`src/sv/sli_pkg.sv`:
```
package sli_pkg;

    localparam int VALUE_W          = 32;
    localparam int DEFAULT_CAPACITY = 16;
    localparam int COUNT_OUT_W      = 5;

    localparam logic [1:0] KIND_INSERT = 2'd0;
    localparam logic [1:0] KIND_DELETE = 2'd1;
    localparam logic [1:0] KIND_LIST   = 2'd2;

    localparam logic [1:0] STATUS_OK       = 2'd0;
    localparam logic [1:0] STATUS_FULL     = 2'd1;
    localparam logic [1:0] STATUS_NOTFOUND = 2'd2;
    localparam logic [1:0] STATUS_EMPTY    = 2'd3;

    // what every cell does in one cycle
    localparam logic [1:0] CELL_HOLD   = 2'd0;
    localparam logic [1:0] CELL_INSERT = 2'd1;
    localparam logic [1:0] CELL_DELETE = 2'd2;
    localparam logic [1:0] CELL_ROTATE = 2'd3;

    typedef struct packed {
        logic [1:0]                op;
        logic signed [VALUE_W-1:0] value;
    } cell_ctl_t;

endpackage

```
`src/sv/sorted_list_insert_delete.sv`:
```
// Insert and delete: the status word is registered in the execute state, together
// with the cell chain update; a new item is taken only once the block is idle again.
// List: one setup step in the execute state, then one full rotation of the chain
// past the head cell; the first word follows the setup step, then one word per cycle
// for the stored values while the output is not stalled. A stalled output holds the chain.
// Reset (rst_n low, asynchronous) empties the store and drops any pending word.
module sorted_list_insert_delete
    import sli_pkg::*;
#(
    parameter int CAPACITY = DEFAULT_CAPACITY
)
(
    input  logic                          clk,
    input  logic                          rst_n,
    input  logic                          in_valid,
    output logic                          in_ready,
    input  logic [1:0]                    kind,
    input  logic signed [VALUE_W-1:0]     value,
    output logic                          out_valid,
    input  logic                          out_ready,
    output logic [1:0]                    status,
    output logic signed [VALUE_W-1:0]     value_out,
    output logic                          last,
    output logic [COUNT_OUT_W-1:0]        count_out
);

    localparam int CNT_W  = $clog2(CAPACITY + 1);
    localparam int STEP_W = $clog2(CAPACITY);
    localparam logic [CNT_W-1:0]  CNT_FULL  = CNT_W'(CAPACITY);
    localparam logic [STEP_W-1:0] STEP_LAST = STEP_W'(CAPACITY - 1);

    localparam logic [1:0] ST_IDLE = 2'd0;
    localparam logic [1:0] ST_EXEC = 2'd1;
    localparam logic [1:0] ST_LIST = 2'd2;

    logic [1:0]                state_reg, state_next;
    logic [CNT_W-1:0]          count_reg, count_next;
    logic [STEP_W-1:0]         step_reg, step_next;
    logic [1:0]                kind_reg, kind_next;
    logic signed [VALUE_W-1:0] word_reg, word_next;

    logic                      out_valid_reg, out_valid_next;
    logic [1:0]                status_reg, status_next;
    logic signed [VALUE_W-1:0] value_out_reg, value_out_next;
    logic                      last_reg, last_next;

    cell_ctl_t                 ctl;
    logic signed [VALUE_W-1:0] cell_val [CAPACITY];
    logic [CAPACITY-1:0]       cell_lt;
    logic [CAPACITY-1:0]       cell_eq;
    logic                      found;
    logic                      out_free;
    logic                      emit;
    logic [CNT_W-1:0]          step_ext;
    logic [CNT_W+COUNT_OUT_W-1:0] count_wide;

    genvar g;
    generate
        for (g = 0; g < CAPACITY; g++)
        begin : g_cell
            logic signed [VALUE_W-1:0] left_v;
            logic                      left_l;
            logic signed [VALUE_W-1:0] right_v;
            if (g == 0)
            begin : g_head
                assign left_v = ctl.value;
                assign left_l = 1'b1;
            end
            else
            begin : g_body
                assign left_v = cell_val[g-1];
                assign left_l = cell_lt[g-1];
            end
            // the tail wraps to the head so a full rotation restores the order
            assign right_v = cell_val[(g + 1) % CAPACITY];

            sli_cell #(
                .IDX   (g),
                .CNT_W (CNT_W)
            ) u_cell (
                .clk       (clk),
                .ctl       (ctl),
                .count     (count_reg),
                .left_val  (left_v),
                .left_lt   (left_l),
                .right_val (right_v),
                .val       (cell_val[g]),
                .lt        (cell_lt[g]),
                .eq        (cell_eq[g])
            );
        end
    endgenerate

    assign found    = |cell_eq;
    assign out_free = !out_valid_reg || out_ready;
    assign in_ready = (state_reg == ST_IDLE);
    assign step_ext = CNT_W'(step_reg);
    assign emit     = step_ext < count_reg;

    always_comb
    begin
        state_next     = state_reg;
        count_next     = count_reg;
        step_next      = step_reg;
        kind_next      = kind_reg;
        word_next      = word_reg;
        out_valid_next = out_valid_reg && !out_ready;
        status_next    = status_reg;
        value_out_next = value_out_reg;
        last_next      = last_reg;
        ctl.op         = CELL_HOLD;
        ctl.value      = word_reg;

        case (state_reg)
            ST_IDLE:
            begin
                if (in_valid)
                begin
                    kind_next = kind;
                    word_next = value;
                    // unused kind: drop with no word out
                    if (kind inside {KIND_INSERT, KIND_DELETE, KIND_LIST})
                        state_next = ST_EXEC;
                end
            end
            ST_EXEC:
            begin
                if (kind_reg == KIND_LIST)
                begin
                    if (count_reg == '0)
                    begin
                        if (out_free)
                        begin
                            out_valid_next = 1'b1;
                            status_next    = STATUS_EMPTY;
                            value_out_next = '0;
                            last_next      = 1'b1;
                            state_next     = ST_IDLE;
                        end
                    end
                    else
                    begin
                        step_next  = '0;
                        state_next = ST_LIST;
                    end
                end
                else if (out_free)
                begin
                    out_valid_next = 1'b1;
                    value_out_next = '0;
                    last_next      = 1'b1;
                    state_next     = ST_IDLE;
                    status_next    = STATUS_OK;
                    if (kind_reg == KIND_INSERT)
                    begin
                        if (count_reg == CNT_FULL)
                            status_next = STATUS_FULL;
                        else
                        begin
                            ctl.op     = CELL_INSERT;
                            count_next = count_reg + 1'b1;
                        end
                    end
                    else
                    begin
                        if (count_reg == '0)
                            status_next = STATUS_EMPTY;
                        else if (!found)
                            status_next = STATUS_NOTFOUND;
                        else
                        begin
                            ctl.op     = CELL_DELETE;
                            count_next = count_reg - 1'b1;
                        end
                    end
                end
            end
            ST_LIST:
            begin
                // the head cell holds entry step; advance only when its word can go out
                if (!emit || out_free)
                begin
                    ctl.op = CELL_ROTATE;
                    if (emit)
                    begin
                        out_valid_next = 1'b1;
                        status_next    = STATUS_OK;
                        value_out_next = cell_val[0];
                        last_next      = (step_ext + 1'b1) == count_reg;
                    end
                    if (step_reg == STEP_LAST)
                        state_next = ST_IDLE;
                    else
                        step_next = step_reg + 1'b1;
                end
            end
            default:
            begin
                state_next = ST_IDLE;
            end
        endcase
    end

    always_ff @(posedge clk or negedge rst_n)
    begin
        if (!rst_n)
        begin
            state_reg     <= ST_IDLE;
            count_reg     <= '0;
            step_reg      <= '0;
            out_valid_reg <= 1'b0;
        end
        else
        begin
            state_reg     <= state_next;
            count_reg     <= count_next;
            step_reg      <= step_next;
            out_valid_reg <= out_valid_next;
        end
    end

    always_ff @(posedge clk)
    begin
        kind_reg      <= kind_next;
        word_reg      <= word_next;
        status_reg    <= status_next;
        value_out_reg <= value_out_next;
        last_reg      <= last_next;
    end

    assign count_wide = {{COUNT_OUT_W{1'b0}}, count_reg};
    assign out_valid  = out_valid_reg;
    assign status     = status_reg;
    assign value_out  = value_out_reg;
    assign last       = last_reg;
    assign count_out  = count_wide[COUNT_OUT_W-1:0];

    a_count_bound: assert property (@(posedge clk) disable iff (!rst_n)
        count_reg <= CNT_FULL)
        else $error("stored count above capacity");

    a_count_from_exec: assert property (@(posedge clk) disable iff (!rst_n)
        (count_reg != $past(count_reg)) |-> ($past(state_reg) == ST_EXEC))
        else $error("count changed outside an insert or delete");

    a_word_source: assert property (@(posedge clk) disable iff (!rst_n)
        $rose(out_valid_reg) |-> ($past(state_reg) == ST_EXEC || $past(state_reg) == ST_LIST))
        else $error("word raised outside execute or list");

endmodule

```
`src/sv/sli_cell.sv`:
```
module sli_cell
    import sli_pkg::*;
#(
    parameter int IDX   = 0,
    parameter int CNT_W = 5
)
(
    input  logic                      clk,
    input  cell_ctl_t                 ctl,
    input  logic [CNT_W-1:0]          count,
    input  logic signed [VALUE_W-1:0] left_val,
    input  logic                      left_lt,
    input  logic signed [VALUE_W-1:0] right_val,
    output logic signed [VALUE_W-1:0] val,
    output logic                      lt,
    output logic                      eq
);

    localparam logic [CNT_W-1:0] MY_IDX = CNT_W'(IDX);

    logic signed [VALUE_W-1:0] val_reg;
    logic signed [VALUE_W-1:0] val_next;
    logic                      occ;

    assign occ = MY_IDX < count;
    assign lt  = occ && (val_reg < ctl.value);
    assign eq  = occ && (val_reg == ctl.value);
    assign val = val_reg;

    always_comb
    begin
        val_next = val_reg;
        case (ctl.op)
            CELL_INSERT:
            begin
                // cells below the slot keep, the slot takes the word, the rest shift up
                if (!lt)
                begin
                    if (left_lt)
                        val_next = ctl.value;
                    else
                        val_next = left_val;
                end
            end
            CELL_DELETE:
            begin
                if (!lt)
                    val_next = right_val;
            end
            CELL_ROTATE:
            begin
                val_next = right_val;
            end
            default:
            begin
                val_next = val_reg;
            end
        endcase
    end

    always_ff @(posedge clk)
    begin
        val_reg <= val_next;
    end

endmodule

```
`config.mk`:
```
export PLATFORM = sky130hd
export DESIGN_NAME = sorted_list_insert_delete
export DESIGN_NICKNAME = d
export VERILOG_FILES = /design/src/sv/sli_pkg.sv /design/src/sv/sorted_list_insert_delete.sv /design/src/sv/sli_cell.sv
export SDC_FILE = /design/constraint.sdc
export NUM_CORES = 2
export LEC_CHECK = 0
export ABC_CLOCK_PERIOD_IN_PS = 14400
export CAP_MARGIN = 25
export CORE_ASPECT_RATIO = 1.75
export CORE_MARGIN = 3
export CORE_UTILIZATION = 36
export DETAILED_ROUTE_END_ITERATION = 10
export DONT_BUFFER_PORTS = 1
export PLACE_DENSITY = 0.56
export SLEW_MARGIN = 40
export SYNTH_ARGS = -nofsm -noshare
export SYNTH_HDL_FRONTEND = slang
export SYNTH_SLANG_ARGS = --single-unit
```
`constraint.sdc`:
```
create_clock -name clk -period 14.4 [get_ports clk]
set_input_delay 0.72 -clock clk [delete_from_list [all_inputs] [get_ports clk]]
set_output_delay 0.72 -clock clk [all_outputs]
set_load 0.01 [all_outputs]
```
### Word-level counts from Yosys, hierarchy flattened

Cells that the tools add are included.

| operators by class | value |
|---|---|
| reductions and logical operators | 69 |
| divide/modulo/power cells | 0 |
| shift-type cells | 0 |
| add/subtract/negate cells | 4 |
| multiplexer cells | 117 |
| bitwise gates (word level) | 1 |
| $mul | 0 |
| eq/ne operators | 72 |
| order comparisons | 33 |

Operators with widths:

| cell | count |
|---|---|
| $mux W32 | 52 |
| $pmux W32 S3 | 16 |
| $eq A32 B32 Y1 | 16 |
| $lt A32 B32 Y1 | 16 |
| $ne A2 B2 Y1 const B | 40 |
| $pmux W32 S2 | 1 |
| $reduce_and A3 Y1 | 16 |
| $mux W2 | 22 |
| $lt A4 B5 Y1 const A | 8 |
| $logic_and A1 B1 Y1 | 33 |
| $lt A3 B5 Y1 const A | 4 |
| $mux W5 | 4 |
| $mux W4 | 4 |
| $reduce_or A16 Y1 | 1 |
| $mux W1 | 12 |
| $reduce_and A6 Y1 | 2 |
| $eq A2 B2 Y1 const B | 5 |
| $lt A1 B5 Y1 const A | 2 |
| $lt A2 B5 Y1 const A | 2 |
| $ne A3 B3 Y1 const B | 3 |
| $pmux W2 S2 | 2 |
| $pmux W4 S2 | 1 |
| $reduce_and A4 Y1 | 2 |
| $eq A2 B1 Y1 const B | 3 |
| 20 further kinds | 29 |

| word-level totals | value |
|---|---|
| output and inout bits | 42 |
| latch bits | 0 |
| memory bits (writable) | 0 |
| register bits | 593 |
| bits in read-only memories | 0 |
| memories kept | 0 |

### Depth between registers and ports, before layout

| logic depth | value |
|---|---|
| depth after elaboration | 12 |
| mapped depth | 14 |
| mapped depth without buffers | 10 |

### Modules after synthesis

From an unflattened synthesis, not the netlist that was laid out.

| unflattened totals | value |
|---|---|
| cell total of the unflattened synthesis | 4,502 |
| area, all modules | 43,937.1 µm² |

Modules (own cells, without submodules):

| module | times used | cells each | area each (µm²) |
|---|---|---|---|
| sorted_list_insert_delete | 1 | 260 | 3,553.4 |
| sli_cell (g_cell[1].u_cell) | 1 | 265 | 2,551.2 |
| sli_cell (g_cell[0].u_cell) | 1 | 267 | 2,541.2 |
| sli_cell (g_cell[10].u_cell) | 1 | 266 | 2,538.7 |
| sli_cell (g_cell[8].u_cell) | 1 | 266 | 2,537.4 |
| sli_cell (g_cell[15].u_cell) | 1 | 264 | 2,528.7 |
| sli_cell (g_cell[9].u_cell) | 1 | 265 | 2,528.7 |
| sli_cell (g_cell[5].u_cell) | 1 | 264 | 2,524.9 |
| sli_cell (g_cell[13].u_cell) | 1 | 264 | 2,523.7 |
| sli_cell (g_cell[2].u_cell) | 1 | 263 | 2,521.2 |
| sli_cell (g_cell[12].u_cell) | 1 | 264 | 2,519.9 |
| sli_cell (g_cell[14].u_cell) | 1 | 263 | 2,519.9 |
| sli_cell (g_cell[6].u_cell) | 1 | 263 | 2,518.7 |
| sli_cell (g_cell[4].u_cell) | 1 | 264 | 2,516.2 |
| +3 rows | n/a | n/a | n/a |

### Worst setup path after synthesis

Ideal clock, no wire load.

| path | value |
|---|---|
| kind | register to register |
| start | reg word_reg[23] (netlist: g_cell[0].left_v[23]) |
| end | reg g_cell[15].u_cell.val_reg[0] (enable) |
| data arrival time | 5.454 ns |
| setup slack | 8.476 ns |
| cell stages (with the launch flop) | 15 |
| library setup time | 0.470 ns |
| buffers on the path | 4 |
| data required time | 13.930 ns |
| period minus slack after synthesis | 5.924 ns |
| cell sequence | edfxtp_1 > clkbuf_1 > inv_1 > ha_1 > nand4_1 > or4_4 > nand3b_1 > nand4_1 > nor3_2 > a41oi_2 > a31oi_1 > buf_6 > buf_12 > buf_6 > a211oi_1 |

| between the ends | value |
|---|---|
| word-level cells in the longest chain between the ends | 12 |
| elaborated cells between the ends (all ways) | 48 |
| classes of those cells | order compare: 1; eq/ne: 21; mux: 6; reduce/logical: 20 |

RTL lines:

| item | line | source |
|---|---|---|
| start: declaration | sorted_list_insert_delete.sv:40 | `logic signed [VALUE_W-1:0] word_reg, word_next;` |
| start signal: assignment | sorted_list_insert_delete.sv:225 | `word_reg <= word_next;` |
| $eq A32 B32 Y1 | sli_cell.sv:27 | `assign eq = occ && (val_reg == ctl.value);` |
| $logic_and A1 B1 Y1 | sli_cell.sv:27 |  |
| $reduce_or A16 Y1 | sorted_list_insert_delete.sv:94 | `assign found = \|cell_eq;` |
| $mux W2 | sorted_list_insert_delete.sv:168 | `else if (!found)` |
| $mux W2 | sorted_list_insert_delete.sv:166 | `if (count_reg == '0)` |
| $mux W2 | sorted_list_insert_delete.sv:154 | `if (kind_reg == KIND_INSERT)` |
| $mux W2 | sorted_list_insert_delete.sv:147 | `else if (out_free)` |
| $mux W2 | sorted_list_insert_delete.sv:128 | `if (kind_reg == KIND_LIST)` |
| $pmux W2 S2 | sorted_list_insert_delete.sv:114 | `case (state_reg)` |
| $eq A2 B2 Y1 or $eq A2 B1 Y1 (tied branches) | sli_cell.sv:33 | `case (ctl.op)` |
| $ne A2 B2 Y1 (no source line) or $reduce_bool A3 Y1 (tied branches) | n/a |  |
| $reduce_and A3 Y1 (no source line) * | n/a |  |
| end signal: assignment | sli_cell.sv:63 | `val_reg <= val_next;` |
| end: declaration | sli_cell.sv:21 | `logic signed [VALUE_W-1:0] val_reg;` |

Mark *: on every way between the ends. The rest lies on a longest branch, timed or not.
A chain may end at the register's enable or synchronous reset.

### Final worst setup path

| path | value |
|---|---|
| start | reg word_reg[24] (netlist: g_cell[0].left_v[24]) |
| end | reg g_cell[11].u_cell.val_reg[10] (enable) |

| between the ends | value |
|---|---|
| word-level cells in the longest chain between the ends | 12 |
| elaborated cells between the ends (all ways) | 48 |
| classes of those cells | order compare: 1; eq/ne: 21; mux: 6; reduce/logical: 20 |

RTL lines:

| item | line |
|---|---|
| $eq A32 B32 Y1 | sli_cell.sv:27 |
| $logic_and A1 B1 Y1 | sli_cell.sv:27 |
| $reduce_or A16 Y1 | sorted_list_insert_delete.sv:94 |
| $mux W2 | sorted_list_insert_delete.sv:168 |
| $mux W2 | sorted_list_insert_delete.sv:166 |
| $mux W2 | sorted_list_insert_delete.sv:154 |
| $mux W2 | sorted_list_insert_delete.sv:147 |
| $mux W2 | sorted_list_insert_delete.sv:128 |
| $pmux W2 S2 | sorted_list_insert_delete.sv:114 |
| $eq A2 B2 Y1 or $eq A2 B1 Y1 (tied branches) | sli_cell.sv:33 |
| $ne A2 B2 Y1 (no source line) or $reduce_bool A3 Y1 (tied branches) | n/a |
| $reduce_and A3 Y1 (no source line) * | n/a |
| end signal: assignment | sli_cell.sv:63 |
| end: declaration | sli_cell.sv:21 |

Marked as above.

==> metrics <==
Pins Over Slew Limit 0; CP max-delay cell clkinv_1; Routed WL between 150000 and 200000 microns; Total GRT Usage 26.4%; initial antenna violation count 13; full die area 127000 sq um; syn_nets roughly 4000; max reg flops 512; flop2flop setup slack between 7000 and 8000 ps; I/O Buffers 0; grt total ovfl 0; Vert. Die Dim 470 microns; CP delay by family, top buffers and inverters; post-route ant nets 0; Power per Cell Area approximately 230 nW/um^2; Critical Path Sink Type flip-flop; CP required approximately 15000 ps; Worst Path Buf+Inv 4; Slew HR 34.1%; WHS around 100 ps; CTS Buf Count 60; Core Area 122000 sq um; vias in the first global route 30900; CTS Buffer Depth 3; Final Net Count 3956; row count 169; Fin. Hold Viols 0; H-tree levels 2; via density per instance 5.96; synth warn 0; placed wire-length estimate between 100000 and 150000 microns; RePlAce Congestion about 0.95; worst-margin pin slew 978 ps; Final setup viols 0; CTS resizes 0; max cap viols 0; syn_area_per_cell around 13 sq um; Worst IR Drop VDD 173 uV; Tcrit/Tclk final 48.4%; drt pass-1 iters 7; setup TNS 0 ps; Max Clk Rate 0.143 GHz; Yosys reg bits 593; top_reg_cell synth edfxtp_1; Mapped Cells 3397; sequential area share after synthesis around 40%; largest net degree at the start of global routing 62; crit path setup slack, layout 7430 ps; first-pass GRT wire length approximately 240000 microns; status complete, no violations; dpl cell area 46300 sq um; LEAKAGE 20.2 nW; Clock transition at path regs 70 ps; worst skew pair latency 710 ps; design area 48200 sq um; minimum clock period 6970 ps; vias 30200; Root Driver clkbuf_16; ys async rst share under 10%; Remaining DRCs 0; share of cells above drive strength 1 29.1%; number of enable flip-flop cells after synthesis ~580; io pins 80; Synth-to-Final Area Change 8.75%; WS Path Type flip-flop to flip-flop; Mapped Area 44300 sq um; Post-CTS Setup Bufs 0; cell breakdown of the critical path clkinv_1 -> ha_1 -> nand2_1 -> nor3_2 -> and3_1 -> nor4b_1 -> a31oi_1 -> a41oi_2 -> a31oi_4 -> buf_12 -> buf_6 -> a21oi_4 -> buf_4; DR iter-0 viols between 2000 and 2500; Max FO, Critical Path 44; dpl ws 7570 ps; Die Wd 271 microns; worst hold path class input port to flip-flop; crit path DAT 7290 ps; final-layout fill cell count roughly 12000; Crit path largest cell delay roughly 840 ps; Initial Util 36.4%; Cell variety after synth 69; wire per inst ~34 microns; CP Launch Type flip-flop; Clock Skews roughly 34 ps; # clock sinks 593; CTS tree built; RSZ-0062 raised after global routing no
stage by stage:
stage / total power [mW] / cells / util, %
floorplan: 7.22 / 3397 / -
detailed placement: 9.46 / 4955 / 38.0
global route: 11.5 / 5068 / 39.6
global placement: 9.25 / 4927 / 37.6
finish: 11.1 / 5071 / 39.6
CTS: 11.1 / 5066 / 39.5
final cells by class:
cell class                      count  area [sq um]  area share, %
Antenna cell                        5          12.5         0.0260
Clock buffer                       69          1540           3.19
Clock inverter                     41           308          0.639
Inverter                          131           492           1.02
Multi-Input combinational cell   2522         25100           52.2
Sequential cell                   593         17700           36.8
Tap cell                         1624          2030           4.22
Timing Repair Buffer               86           923           1.92
timing repair:
item                                    in CTS  in global routing
hold buffers                                 1                  0
endpoints found under the setup margin       0                  0
endpoints found under the hold margin       12                  0
synth_stat cells, types with 35 or more instances:
cell type	n	area share, %
clkbuf_1	76	0.64
o21ai_0	86	0.97
edfxtp_1	581	39
nand4_1	127	1.8
nor2b_1	35	0.49
buf_12	41	1.9
a21oi_1	219	2.5
and2_1	35	0.49
mux2i_1	225	5.1
nand2_1	109	0.92
inv_1	131	1.1
mux2_2	398	10
mux2_4	370	13
nor2_1	69	0.58
ha_1	524	15
a21o_1	53	0.90
final timing paths:
| path | startpoint | endpoint | cells after the start |
|---|---|---|---|
| setup / recovery | g_cell[0].left_v[24] | g_cell[11].u_cell.val[10] | 13 |
| hold / removal | value[15] | g_cell[0].left_v[15] | 0 |
| setup reg to reg | g_cell[0].left_v[24] | g_cell[11].u_cell.val[10] | 13 |
| hold reg to reg | step_reg[1] | step_reg[1] | 2 |
| max in group asynchronous | rst_n | out_valid | 1 |
| min in group asynchronous | rst_n | count_out[3] | 1 |
power by group:
group	total (mW)	internal, mW	switching, mW
clock network	1.58	0.817	0.767
logic	6.04	2.75	3.30
registers	3.49	2.83	0.657
layer usage:
layer  global-route usage [%]  wire [microns]
met1                     26.1           58000
met2                     47.8           87900
met3                     3.19            7330
met4                     24.3           19800
met5                        0               0
placed cells by master (no fill, tap or decap), types with 52 or more instances in the layout:
master,n
a21o_1,53
a21oi_1,210
buf_4,52
clkbuf_16,60
edfxtp_1,581
ha_1,523
inv_1,124
mux2_2,398
mux2_4,370
mux2i_1,217
nand2_1,109
nand4_1,127
nor2_1,69
o21ai_0,85
kinds of logic after synthesis:
| logic type | count (synthesis) | share of synthesized area (%) |
|---|---|---|
| AOI/OAI and AO/OA | 494 | 6.83 |
| xor gates and xnor gates | 12 | 0.237 |
| adders and majority gates | 526 | 14.8 |
| buffers and inverters | 282 | 4.18 |
| DFF | 593 | 40.1 |
| muxes | 1002 | 28.0 |
| and+or+nand+nor | 488 | 5.87 |
No activity file was read; power rests on OpenSTA's default activity.
